<file path="config.mk">
export PLATFORM = sky130hd
export DESIGN_NAME = risc_ctrl
export DESIGN_NICKNAME = d
export VERILOG_FILES = /design/src/risc_pkg.sv /design/src/risc_ctrl.sv
export SDC_FILE = /design/constraint.sdc
export NUM_CORES = 1
export LEC_CHECK = 0
export BUFFER_PORTS_ARGS = -buffer_cell sky130_fd_sc_hd__clkbuf_2
export CORE_AREA = 2 2 39 41
export DETAILED_ROUTE_END_ITERATION = 8
export DIE_AREA = 0 0 41 43
export SLEW_MARGIN = 20
export SYNTH_ARGS = -nofsm -noshare
export SYNTH_HDL_FRONTEND = slang
export SYNTH_SLANG_ARGS = --single-unit
</file>
<file path="constraint.sdc">
create_clock -name clk_i -period 1.3 [get_ports clk_i]
set_clock_uncertainty 0.1 [all_clocks]
set_input_delay 0.325 -clock clk_i [delete_from_list [all_inputs] [get_ports clk_i]]
set_output_delay 0.325 -clock clk_i [all_outputs]
set_load 0.02 [all_outputs]
</file>
<file path="src/risc_pkg.sv">
`timescale 1ns / 1ps
`default_nettype none
// ----------------------------------------------------------------------------
// risc_pkg
// Shared constants, opcode and function codes, state and command types for
// the instruction step core.
// ----------------------------------------------------------------------------
package risc_pkg;

  localparam int unsigned MEM_BYTES = 16384;
  localparam int unsigned MEM_AW    = $clog2(MEM_BYTES);
  localparam int unsigned BANK_ROWS = MEM_BYTES / 4;
  localparam int unsigned ROW_AW    = MEM_AW - 2;

  // Primary opcodes
  localparam logic [5:0] OP_SPECIAL = 6'd0;
  localparam logic [5:0] OP_J       = 6'd2;
  localparam logic [5:0] OP_JAL     = 6'd3;
  localparam logic [5:0] OP_BEQ     = 6'd4;
  localparam logic [5:0] OP_BNE     = 6'd5;
  localparam logic [5:0] OP_BLEZ    = 6'd6;
  localparam logic [5:0] OP_BGTZ    = 6'd7;
  localparam logic [5:0] OP_ADDI    = 6'd8;
  localparam logic [5:0] OP_ADDIU   = 6'd9;
  localparam logic [5:0] OP_SLTI    = 6'd10;
  localparam logic [5:0] OP_SLTIU   = 6'd11;
  localparam logic [5:0] OP_ANDI    = 6'd12;
  localparam logic [5:0] OP_ORI     = 6'd13;
  localparam logic [5:0] OP_XORI    = 6'd14;
  localparam logic [5:0] OP_LUI     = 6'd15;
  localparam logic [5:0] OP_LB      = 6'd32;
  localparam logic [5:0] OP_LH      = 6'd33;
  localparam logic [5:0] OP_LWL     = 6'd34;
  localparam logic [5:0] OP_LWR     = 6'd38;

  // SPECIAL function codes
  localparam logic [5:0] FN_SLL   = 6'd0;
  localparam logic [5:0] FN_SRL   = 6'd2;
  localparam logic [5:0] FN_SRA   = 6'd3;
  localparam logic [5:0] FN_SLLV  = 6'd4;
  localparam logic [5:0] FN_SRLV  = 6'd6;
  localparam logic [5:0] FN_SRAV  = 6'd7;
  localparam logic [5:0] FN_JR    = 6'd8;
  localparam logic [5:0] FN_JALR  = 6'd9;
  localparam logic [5:0] FN_MOVZ  = 6'd10;
  localparam logic [5:0] FN_MOVN  = 6'd11;
  localparam logic [5:0] FN_BREAK = 6'd13;
  localparam logic [5:0] FN_MFHI  = 6'd16;
  localparam logic [5:0] FN_MTHI  = 6'd17;
  localparam logic [5:0] FN_MFLO  = 6'd18;
  localparam logic [5:0] FN_MTLO  = 6'd19;
  localparam logic [5:0] FN_MULT  = 6'd24;
  localparam logic [5:0] FN_MULTU = 6'd25;
  localparam logic [5:0] FN_DIV   = 6'd26;
  localparam logic [5:0] FN_DIVU  = 6'd27;
  localparam logic [5:0] FN_ADD   = 6'd32;
  localparam logic [5:0] FN_ADDU  = 6'd33;
  localparam logic [5:0] FN_SUB   = 6'd34;
  localparam logic [5:0] FN_SUBU  = 6'd35;
  localparam logic [5:0] FN_AND   = 6'd36;
  localparam logic [5:0] FN_OR    = 6'd37;
  localparam logic [5:0] FN_XOR   = 6'd38;
  localparam logic [5:0] FN_NOR   = 6'd39;
  localparam logic [5:0] FN_SLT   = 6'd42;
  localparam logic [5:0] FN_SLTU  = 6'd43;
  localparam logic [5:0] FN_TGE   = 6'd48;
  localparam logic [5:0] FN_TGEU  = 6'd49;
  localparam logic [5:0] FN_TLT   = 6'd50;
  localparam logic [5:0] FN_TLTU  = 6'd51;
  localparam logic [5:0] FN_TEQ   = 6'd52;
  localparam logic [5:0] FN_TNE   = 6'd54;

  localparam logic [1:0] STATUS_OK    = 2'd0;
  localparam logic [1:0] STATUS_TRAP  = 2'd1;
  localparam logic [1:0] STATUS_BREAK = 2'd2;

  localparam logic [4:0] REG_RA = 5'd31;

  typedef enum logic [2:0] {
    ST_CLEAR, ST_IDLE, ST_DECODE, ST_EXEC, ST_LOAD, ST_MUL, ST_DIV, ST_DONE
  } state_e;

  typedef enum logic [1:0] {
    KIND_SIMPLE, KIND_LOAD, KIND_MUL, KIND_DIV
  } kind_e;

  typedef struct packed {
    logic clear;
    logic mem_write;
    logic fetch;
    logic decode;
    logic exec;
    logic load_wb;
    logic mul_wb;
    logic div_wb;
    logic publish;
  } cmd_t;

  typedef struct packed {
    logic  clear_done;
    kind_e kind;
    logic  div_done;
  } stat_t;

endpackage
`default_nettype wire

</file>
<file path="src/risc_ctrl.sv">
`timescale 1ns / 1ps
`default_nettype none
// ----------------------------------------------------------------------------
// risc_ctrl
// Sequencer: memory clear after reset, memory writes, fetch, decode, execute,
// memory or multiply/divide writeback, and hand-off to the output register.
// ----------------------------------------------------------------------------
module risc_ctrl (
  input  logic                 clk_i,
  input  logic                 rst_ni,
  input  logic                 in_valid_i,
  input  logic                 mode_i,
  output logic                 in_ready_o,
  output logic                 out_valid_o,
  input  logic                 out_ready_i,
  input  risc_pkg::stat_t      stat_i,
  output risc_pkg::cmd_t       cmd_o
);
  import risc_pkg::*;

  state_e state_q, state_d;
  logic   out_valid_q, out_valid_d;
  logic   accept, out_free;

  assign accept   = in_valid_i && (state_q == ST_IDLE);
  assign out_free = !out_valid_q || out_ready_i;

  always_comb begin
    state_d = state_q;
    unique case (state_q)
      ST_CLEAR:  if (stat_i.clear_done) state_d = ST_IDLE;
      ST_IDLE:   if (accept) state_d = mode_i ? ST_DECODE : ST_DONE;
      ST_DECODE: state_d = ST_EXEC;
      ST_EXEC: begin
        unique case (stat_i.kind)
          KIND_LOAD: state_d = ST_LOAD;
          KIND_MUL:  state_d = ST_MUL;
          KIND_DIV:  state_d = ST_DIV;
          default:   state_d = ST_DONE;
        endcase
      end
      ST_LOAD:   state_d = ST_DONE;
      ST_MUL:    state_d = ST_DONE;
      ST_DIV:    if (stat_i.div_done) state_d = ST_DONE;
      ST_DONE:   if (out_free) state_d = ST_IDLE;
      default:   state_d = ST_IDLE;
    endcase
  end

  always_comb begin
    cmd_o      = '0;
    in_ready_o = 1'b0;
    unique case (state_q)
      ST_CLEAR:  cmd_o.clear = 1'b1;
      ST_IDLE: begin
        in_ready_o      = 1'b1;
        cmd_o.mem_write = accept && !mode_i;
        cmd_o.fetch     = accept && mode_i;
      end
      ST_DECODE: cmd_o.decode  = 1'b1;
      ST_EXEC:   cmd_o.exec    = 1'b1;
      ST_LOAD:   cmd_o.load_wb = 1'b1;
      ST_MUL:    cmd_o.mul_wb  = 1'b1;
      ST_DIV:    cmd_o.div_wb  = stat_i.div_done;
      ST_DONE:   cmd_o.publish = out_free;
      default:   cmd_o = '0;
    endcase
  end

  always_comb begin
    out_valid_d = out_valid_q;
    if (cmd_o.publish) out_valid_d = 1'b1;
    else if (out_ready_i) out_valid_d = 1'b0;
  end

  always_ff @(posedge clk_i or negedge rst_ni) begin
    if (!rst_ni) begin
      state_q     <= ST_CLEAR;
      out_valid_q <= 1'b0;
    end else begin
      state_q     <= state_d;
      out_valid_q <= out_valid_d;
    end
  end

  assign out_valid_o = out_valid_q;

endmodule
`default_nettype wire

</file>
==> results of run 1 <==
-- power by group through the flow --
stage / Sequential, W / Combinational (W) / Clock (W)
after floorplan: 0.000264 / 0.000661 / 0
after global placement: 0.000284 / 0.000996 / 0
final: 0.000289 / 0.00131 / 0.000150
after detailed placement: 0.000290 / 0.00102 / 0
after global routing: 0.000301 / 0.00141 / 0.000172
after CTS: 0.000288 / 0.00122 / 0.000160
-- cells in the mapped netlist (2+ instances only) --
| master | n | area (um2) |
|---|---|---|
| a21oi_1 | 2 | 10.0 |
| a31oi_1 | 2 | 12.5 |
| and3_1 | 2 | 12.5 |
| buf_2 | 2 | 10.0 |
| dfrtp_1 | 4 | 100 |
| ha_1 | 2 | 25.0 |
| inv_1 | 3 | 11.3 |
| nand2_1 | 3 | 11.3 |
| nand2b_1 | 2 | 12.5 |
| nor2b_1 | 2 | 12.5 |
| nor3_1 | 3 | 15.0 |
| nor3b_1 | 3 | 22.5 |
-- worst register-to-register path, stage by stage (launching register included) --
cell     delay [ns]
dfrtp_2        0.44
buf_4          0.17
or3_1          0.38
a21oi_2        0.13
a31oi_1        0.05
-- sequential cells by signal (all words and copies together), names as in the netlist --
signal	cells
out_valid_o	1
state_q	3
-- metal layers --
metal | track usage, % | up-vias
met2 | 23.1 | 12
met4 | 15.3 | 0
met3 | 2.09 | 2
met1 | 13.3 | 201
met5 | 0 | -
li1 | - | 215
-- what timing repair did --
action	4_1_cts	5_1_grt
hold buffers	1	0
setup endpoints to repair	11	13
pin swaps	0	1
buffers inserted	4	0
resized for setup	18	14
hold endpoints to repair	4	0
-- through the flow --
stage | instances | worst slack (ns)
floorplan | 40 | -0.200
global placement | 86 | -0.180
detailed placement | 86 | -0.200
CTS | 94 | -0.365
global route | 94 | -0.401
finish | 94 | -0.334
-- cells by family (layout without fill, tap and decap cells) --
kind of cell,count (synthesis),after routing,synth area share [%]
and+or+nand+nor,19,19,33.8
muxes,1,1,3.42
AOI/OAI and AO/OA,7,7,12.5
adders and majority gates,2,2,7.60
DFF,4,4,30.4
buffers and inverters,7,45,12.2
-- cells in the final DEF, fill, tap and decap left out, types with 2 or more instances in the layout --
cell type	Yosys	final
buf_4	1	20
buf_8	0	2
inv_1	3	2
clkbuf_4	0	4
a21oi_2	0	2
dfrtp_1	4	2
dfrtp_2	0	2
buf_6	1	3
ha_1	2	2
nand2b_1	2	2
clkbuf_8	0	2
clkbuf_2	0	10
a31oi_1	2	2
nor3_4	0	2
nand2_1	3	3
nor3b_4	0	2
-- cell type report --
| type | instances | area (um2) | area share, % |
|---|---|---|---|
| clock buffer | 3 | 22.5 | 3.06 |
| inverter | 3 | 11.3 | 1.53 |
| multi-input combinational | 29 | 270 | 36.7 |
| sequential | 4 | 103 | 13.9 |
| tap | 16 | 20.0 | 2.72 |
| timing repair buffer | 39 | 309 | 42.0 |
-- worst paths after layout --
check / startpoint / end / cells past startpoint
worst max-delay path: state_q[2] / cmd_o[7] / 3
worst max register to register: state_q[1] / state_q[0] / 4
max in group asynchronous: rst_ni / state_q[2] / 2
min in group asynchronous: rst_ni / out_valid_o / 2
worst min register to register: out_valid_o / out_valid_o / 2
worst min-delay path: out_ready_i / out_valid_o / 3
==> run metrics, run 1 <==
initial antenna violation count 0; hold crit path type input port to flip-flop; CTS tree yes; max_cap viols 0; Post-Syn Nets 51; Rows 14; Max IR drop VDD 1280 uV; Synth Register Bits 4; Least-Margin Pin Slew 0.182 ns; vias in the first global route 455; average instance area after synthesis 8.23 um2; total grt overflow 0; total chip power 0.00175 W; failing checks setup timing; Root Buffer Master clkbuf_4; fraction of registers with async set/reset 100%; io pins 20; cts bufs inserted 3; Min Hold Slack 0.287 ns; number of diodes 0; antenna-violating nets left 0; Pleak 0.360 nW; ys flop type dfrtp_1; Core Util, Final 53.2%; CTS H-tree lvls 1; mapped cell area 329 um2; Seq/Total Area, Yosys 30.4%; number of synthesized flops with an enable pin 0; Unique masters post-synth 22; die width 41 um; Hold Fails Final Rpt 0; hpwl dp 750 um; sequential power share 16.5%; core area 0.00138 mm2; GRT Util Overall 14.3%; starting density of the core 23.8%; slowest stage delay, CP 0.44 ns; Tmin final 1.63 ns; Comb power frac 74.9%; clock tree buffer depth 2; Ys Warns 0; share of layout cells above drive strength 1 74.4%; final instance area 736 um2; Max Freq 0.612 GHz; Crit Path Max Fanout 5; Int Pwr 0.00102 W; fin. max-slew vios 0; status finished with violations; Die Ht 43 um; DP Area 589 um2; RSZ-0062 raised after global routing yes; CP startpoint kind flip-flop; Worst EP required 0.88 ns; setup ws final -0.334 ns; Iteration-0 DRC Markers 8; met2 WL 562 um; DRC 0; first-pass GRT wire length 1.66 mm; Psw 0.000732 W; met1 wire length 369 um; buffers and inverters on the worst path 1; gp weighted congestion 0.740; PD cells 2370 mW/mm2; Worst-Skew Late Latency 0.23 ns; drt total wl 998 um; final cycle utilization of the critical path 126%; endpoints failing setup 11; Sink Count 4; DIE AREA 0.00176 mm2; worst rel slew slack 87.8%; TritonRoute pass-1 iters 2; R2R Setup Slk -0.10 ns; Wirelength per Cell 10.6 um; crit path kind flip-flop to primary output; Layout area overhead 124%; setup TNS -2.96 ns; Post-Syn Instances 40; Via density 4.57; highest metal used met4; CP cell instances nor3b_4 -> and2_2 -> clkbuf_4; CP Capture Type primary output; CP top delay family flip-flops; vias 430; metal3 WL 38 um; Worst EP arrival 1.21 ns; Clock transition at path regs 0.04 ns; CP max stage cell dfrtp_2; # port buffers 19; fill cell count 134; largest net degree at the start of global routing 8; Clk pwr share 8.6%; Net Sw Frac 41.9%; Final #Nets 91
Note: power is estimated with default switching activity, not from simulation.
==> run 2, diff against run 1 <==
- ABC_AREA: not set -> 1
- CTS_BUF_LIST: not set -> sky130_fd_sc_hd__clkbuf_16
- PLACE_DENSITY: not set -> 0.65
- SETUP_SLACK_MARGIN: not set -> 0.1
==> run 2 against run 1 <==
Compared with the run above:
- the run still ends with setup timing left
- count of clock-buffer cells in the layout unchanged
- via count up 37%
- hold slack better by 0.051 ns
- sequential share of layout area down 3.9 points
- first-iteration DRC count down 38%
- maximum frequency up 0.21%
- synthesized cell count up 78%
- final cell count up 34%
- combinational power up 37%
- worst setup slack better by 0.0034 ns
- utilization up 20 points
- clock power rose to 3.2 times the previous value
- critical path type unchanged
- largest cell class unchanged
==> run metrics, run 2 <==
Largest register FFs 3; GRT busiest layer met2; Worst EP required 0.88 ns; CP cell instances buf_6 -> inv_6 -> nand3_4 -> nor3_4 -> clkbuf_8; Post-Syn Instances 71; Worst R2R End state_q[0]; Min Hold Slack 0.338 ns; Via density 4.68; fin. max-slew vios 0; average instance area after synthesis 6.75 um2; failing checks setup timing; max_cap viols 0; Ys Warns 0; die width 41 um; pre-CTS setup slack -0.149 ns; fraction of registers with async set/reset 100%; hold crit path type input port to asynchronous set/reset pin; CP max stage cell dfrtp_1; total stage count of the critical path 5; vias 590; Worst R2R Path Depth 9; final cycle utilization of the critical path 125%; clock tree buffer depth 2; vias in the first global route 547; Clock transition at path regs 0.03 ns; ys flop type dfrtp_1; Iteration-0 DRC Markers 5; Worst EP arrival 1.21 ns; Max Freq 0.613 GHz; Wirelength per Cell 11.7 um; Crit Path Max Fanout 4; Seq/Total Area, Yosys 20.9%; endpoints failing setup 13; # port buffers 19; RR Startpoint state_q[2]; initial antenna violation count 0; DIE AREA 0.00176 mm2; top cell type's share of synthesized area 20.9%; DRC 0; status finished with violations; cts bufs inserted 3; Comb power frac 69.7%; CTS H-tree lvls 1; core area 0.00138 mm2; setup ws final -0.331 ns; hpwl dp 921 um; GRT met1 Usage 22.1%; buffers and inverters on the worst path 3; io pins 20; Post-Syn Nets 82; Hold Fails Final Rpt 0; drt total wl 1.48 mm; slowest stage delay, CP 0.40 ns; met2 usage 32.5%; antenna-violating nets left 0; worst rel slew slack 85.8%; Int Pwr 0.00149 W; crit path to cmd_o[6]; starting density of the core 34.6%; CP Capture Type primary output; GR Layer Usage met3 3.66%; Clk pwr share 18.8%; Rows 14; number of diodes 0; Least-Margin Pin Slew 0.212 ns; total grt overflow 0; share of layout cells above drive strength 1 66.4%; crit path kind flip-flop to primary output; Sink Count 4; most frequent cells in the layout inv_1 (10), buf_4 (10), buf_6 (10), nand2_1 (9); Worst-Skew Late Latency 0.23 ns; TritonRoute pass-1 iters 4; Root Buffer Master clkbuf_16; CTS tree yes; first-pass GRT wire length 2.25 mm; Tmin final 1.63 ns; sequential power share 11.4%; Net Sw Frac 42.2%; Die Ht 43 um; gp weighted congestion 0.802; Pleak 0.543 nW; number of synthesized flops with an enable pin 0; PD cells 2540 mW/mm2; Synth Register Bits 4; Unique masters post-synth 20; top cells by area, synth dfrtp_1 (21%), nand2_1 (9.4%), nor2_1 (9.4%); fill cell count 92; largest net degree at the start of global routing 8; Layout area overhead 112%; Psw 0.00109 W; Synth area leader dfrtp_1; Post-synth top cells nand2_1 (12), nor2_1 (12), inv_1 (11); crit path from state_q[2]; Biggest register state_q; R2R Setup Slk -0.18 ns; CP top delay family flip-flops; Max IR drop VDD 1090 uV; Core Util, Final 73.5%; mapped cell area 479 um2; CP startpoint kind flip-flop; GRT Util Overall 19.0%; RSZ-0062 raised after global routing yes; Final #Nets 122
[run 2: stage by stage]
stage	cell area (um2)	instances	TNS, ns	total power, W
floorplan	532	71	0	0.00118
global placement	708	114	-0.907	0.00151
detailed placement	708	114	-1.15	0.00153
CTS	926	121	-2.97	0.00230
global route	1020	126	-3.70	0.00276
finish	1020	126	-3.09	0.00259
[run 2: power by group through the flow]
stage / clock [W] / sequential (W) / combinational, W
2_1_floorplan: 0 / 0.000235 / 0.000941
3_3_place_gp: 0 / 0.000283 / 0.00123
3_5_place_dp: 0 / 0.000289 / 0.00124
4_1_cts: 0.000491 / 0.000299 / 0.00151
5_1_grt: 0.000514 / 0.000303 / 0.00194
6_report: 0.000486 / 0.000296 / 0.00180
[run 2: worst min-delay path by stage]
stage,startpoint,to,slack (ns)
finish,rst_ni,state_q[0],0.34
CTS,rst_ni,state_q[0],0.34
global placement,rst_ni,state_q[0],0.03
global route,rst_ni,state_q[0],0.35
detailed placement,rst_ni,state_q[0],0.03
floorplan,rst_ni,out_valid_o,-0.07
[run 2: cell type report]
class	count	area [um2]	area share, %
Clock buffer	3	75.1	7.38
Clock inverter	1	3.75	0.369
Inverter	17	76.3	7.50
Multi-Input combinational cell	46	360	35.4
Sequential cell	4	103	10.1
Tap cell	16	20.0	1.97
Timing Repair Buffer	39	379	37.3
[run 2: worst reg2reg max path, delay by kind of cell (launching register included)]
family                 cells  cell delay (ns)
AO/OA/AOI/OAI              1             0.14
AND/OR/NAND/NOR            3             0.26
flip-flops                 1             0.40
buffers and inverters      5             0.50
[run 2: cell families after synthesis]
| group | Yosys count | synth area share, % |
|---|---|---|
| AND/OR/NAND/NOR | 41 | 47.8 |
| buffers and inverters | 21 | 23.0 |
| flip-flops | 4 | 20.9 |
| AO/OA/AOI/OAI | 3 | 3.13 |
| adder cells (fa/ha/maj) | 2 | 5.22 |
[run 2: metal layers]
| layer | wire, um | vias to the layer above |
|---|---|---|
| met5 | 0 | - |
| met4 | 0 | 0 |
| met3 | 83 | 0 |
| met2 | 865 | 23 |
| met1 | 530 | 276 |
| li1 | - | 291 |
[run 2: repair_timing]
| action | in CTS | in global routing |
|---|---|---|
| hold endpoints to repair | 4 | 0 |
| setup buffers | 3 | 6 |
| pin swaps | 4 | 5 |
| gates resized for setup | 30 | 21 |
| setup endpoints to repair | 14 | 14 |
| hold buffers | 1 | 0 |
==> run 3, diff against run 2 <==
- CELL_PAD_IN_SITES_DETAIL_PLACEMENT: not set -> 1
- CELL_PAD_IN_SITES_GLOBAL_PLACEMENT: not set -> 1
- CORE_AREA: 2 2 39 41 -> not set
- CORE_ASPECT_RATIO: not set -> 0.75
- CORE_MARGIN: not set -> 2
- CORE_UTILIZATION: not set -> 27
- DIE_AREA: 0 0 41 43 -> not set
- PLACE_DENSITY: 0.65 -> not set
- PLACE_DENSITY_LB_ADDON: not set -> 0.1
==> run 3 against run 2 <==
Compared with the run above:
- sequential power up 7.1%
- highest routed layer is now met4
- die area up 21%
- the run still ends with setup timing left
- design area up 0.86%
- non-clock buffer count up 3
- largest cell class unchanged
==> run metrics, run 3 (synthesized netlist as in run 2, its figures left out) <==
status finished with violations; failing checks setup timing; CP cell instances buf_12 -> nor2_4 -> nand3_4 -> nor2_4 -> buf_8; Max Freq 0.609 GHz; CTS tree yes; Comb power frac 69.2%; Layout area overhead 114%; Via density 4.41; setup ws final -0.342 ns; Root Buffer Master clkbuf_16; DP Area 716 um2; fill cell count 215; TritonRoute pass-1 iters 2; Pleak 0.550 nW; cts bufs inserted 3; fin. max-slew vios 0; Worst EP arrival 1.22 ns; max_cap viols 0; clock tree buffer depth 2; slowest stage delay, CP 0.41 ns; Int Pwr 0.00150 W; Wirelength per Cell 13.8 um; DRC 0; CP max stage cell dfrtp_2; first-pass GRT wire length 2.72 mm; hpwl dp 1.06 mm; Iteration-0 DRC Markers 5; Die Ht 40.5 um; Worst-Skew Late Latency 0.23 ns; Tmin final 1.64 ns; met2 WL 963 um; Final #Nets 125; io pins 20; final cycle utilization of the critical path 126%; # port buffers 19; vias 595; Clock transition at path regs 0.03 ns; most frequent CP cell nor2_4; metal3 WL 65 um; CP top delay family flip-flops; sequential power share 12.0%; vias in the first global route 596; Crit Path Max Fanout 5; GRT Util Overall 19.6%; share of layout cells above drive strength 1 69.0%; Sink Count 4; Hold Fails Final Rpt 0; drt total wl 1.87 mm; number of diodes 0; endpoints failing setup 13; total stage count of the critical path 5; hold crit path type input port to asynchronous set/reset pin; Net Sw Frac 42.9%; worst rel slew slack 84.8%; highest metal used met4; PD cells 2570 mW/mm2; core area 0.00171 mm2; initial antenna violation count 0; Least-Margin Pin Slew 0.228 ns; die width 52.6 um; crit path kind flip-flop to primary output; CTS H-tree lvls 1; met1 wire length 771 um; antenna-violating nets left 0; Largest register FFs 3; Psw 0.00113 W; Clk pwr share 18.8%; gp weighted congestion 0.752; Worst EP required 0.88 ns; Biggest register state_q; Worst R2R Path Depth 9; buffers and inverters on the worst path 2; Max IR drop VDD 1330 uV; DIE AREA 0.00213 mm2; starting density of the core 28.1%; largest net degree at the start of global routing 8; total grt overflow 0; Rows 13; CP Capture Type primary output; final instance area 0.00103 mm2; most frequent cells in the layout buf_4 (15), inv_1 (10), nand2_1 (9), clkbuf_2 (9), nor2_1 (7); RSZ-0062 raised after global routing yes; CP startpoint kind flip-flop; commonest non-fill, non-tap cell in the layout buf_4; pre-CTS setup slack -0.224 ns
-- run 3: changes by cell type in the layout (fill, tap and decap cells not counted), sizes merged --
cell    before  now
inv         16   17
clkinv       2    1
clkbuf      14   17
-- run 3: area by class of cell --
cell class	instances	area, um2	area share (%)
Clock buffer	3	75.1	7.32
Clock inverter	1	3.75	0.366
Inverter	17	78.8	7.68
Multi-Input combinational cell	46	348	33.9
Sequential cell	4	105	10.2
Tap cell	22	27.5	2.68
Timing Repair Buffer	42	388	37.8
-- run 3: power groups by stage --
stage / combinational (W) / clock [W] / sequential (W)
floorplan: 0.000941 / 0 / 0.000235
global placement: 0.00118 / 0 / 0.000343
detailed placement: 0.00119 / 0 / 0.000347
CTS: 0.00160 / 0.000492 / 0.000312
global route: 0.00196 / 0.000511 / 0.000328
finish: 0.00182 / 0.000495 / 0.000317
-- run 3: what timing repair did --
item,in CTS,in global routing
gates resized for setup,27,15
pin swaps,3,2
endpoints found under the hold margin,4,0
endpoints found under the setup margin,14,14
hold buffers,1,0
setup buffers,8,3
-- run 3: final timing paths --
kind / to / startpoint / slack (ns)
setup / recovery: cmd_o[7] / state_q[2] / -0.34
hold / removal: out_valid_o / rst_ni / 0.35
setup reg to reg: state_q[1] / state_q[1] / -0.29
hold reg to reg: out_valid_o / out_valid_o / 0.57
max in group asynchronous: state_q[0] / rst_ni / 0.61
min in group clk_i: state_q[0] / stat_i[3] / 0.35
-- run 3: routing by layer --
| layer | vias up | track usage [%] |
|---|---|---|
| li1 | 294 | - |
| met4 | 0 | 15.4 |
| met2 | 19 | 33.8 |
| met5 | - | 0 |
| met3 | 6 | 4.85 |
| met1 | 276 | 21.3 |
-- run 3: through the flow --
stage          hold slack [ns]  power [W]  TNS (ns)  utilization, %  instances
2_1_floorplan          -0.0706    0.00118         0               -         71
3_3_place_gp            0.0327    0.00153     -1.62            41.9        120
3_5_place_dp            0.0338    0.00153     -1.83            41.9        120
4_1_cts                  0.334    0.00240     -3.57            56.5        132
5_1_grt                  0.352    0.00280     -4.36            60.1        135
6_report                 0.348    0.00264     -3.71            60.1        135
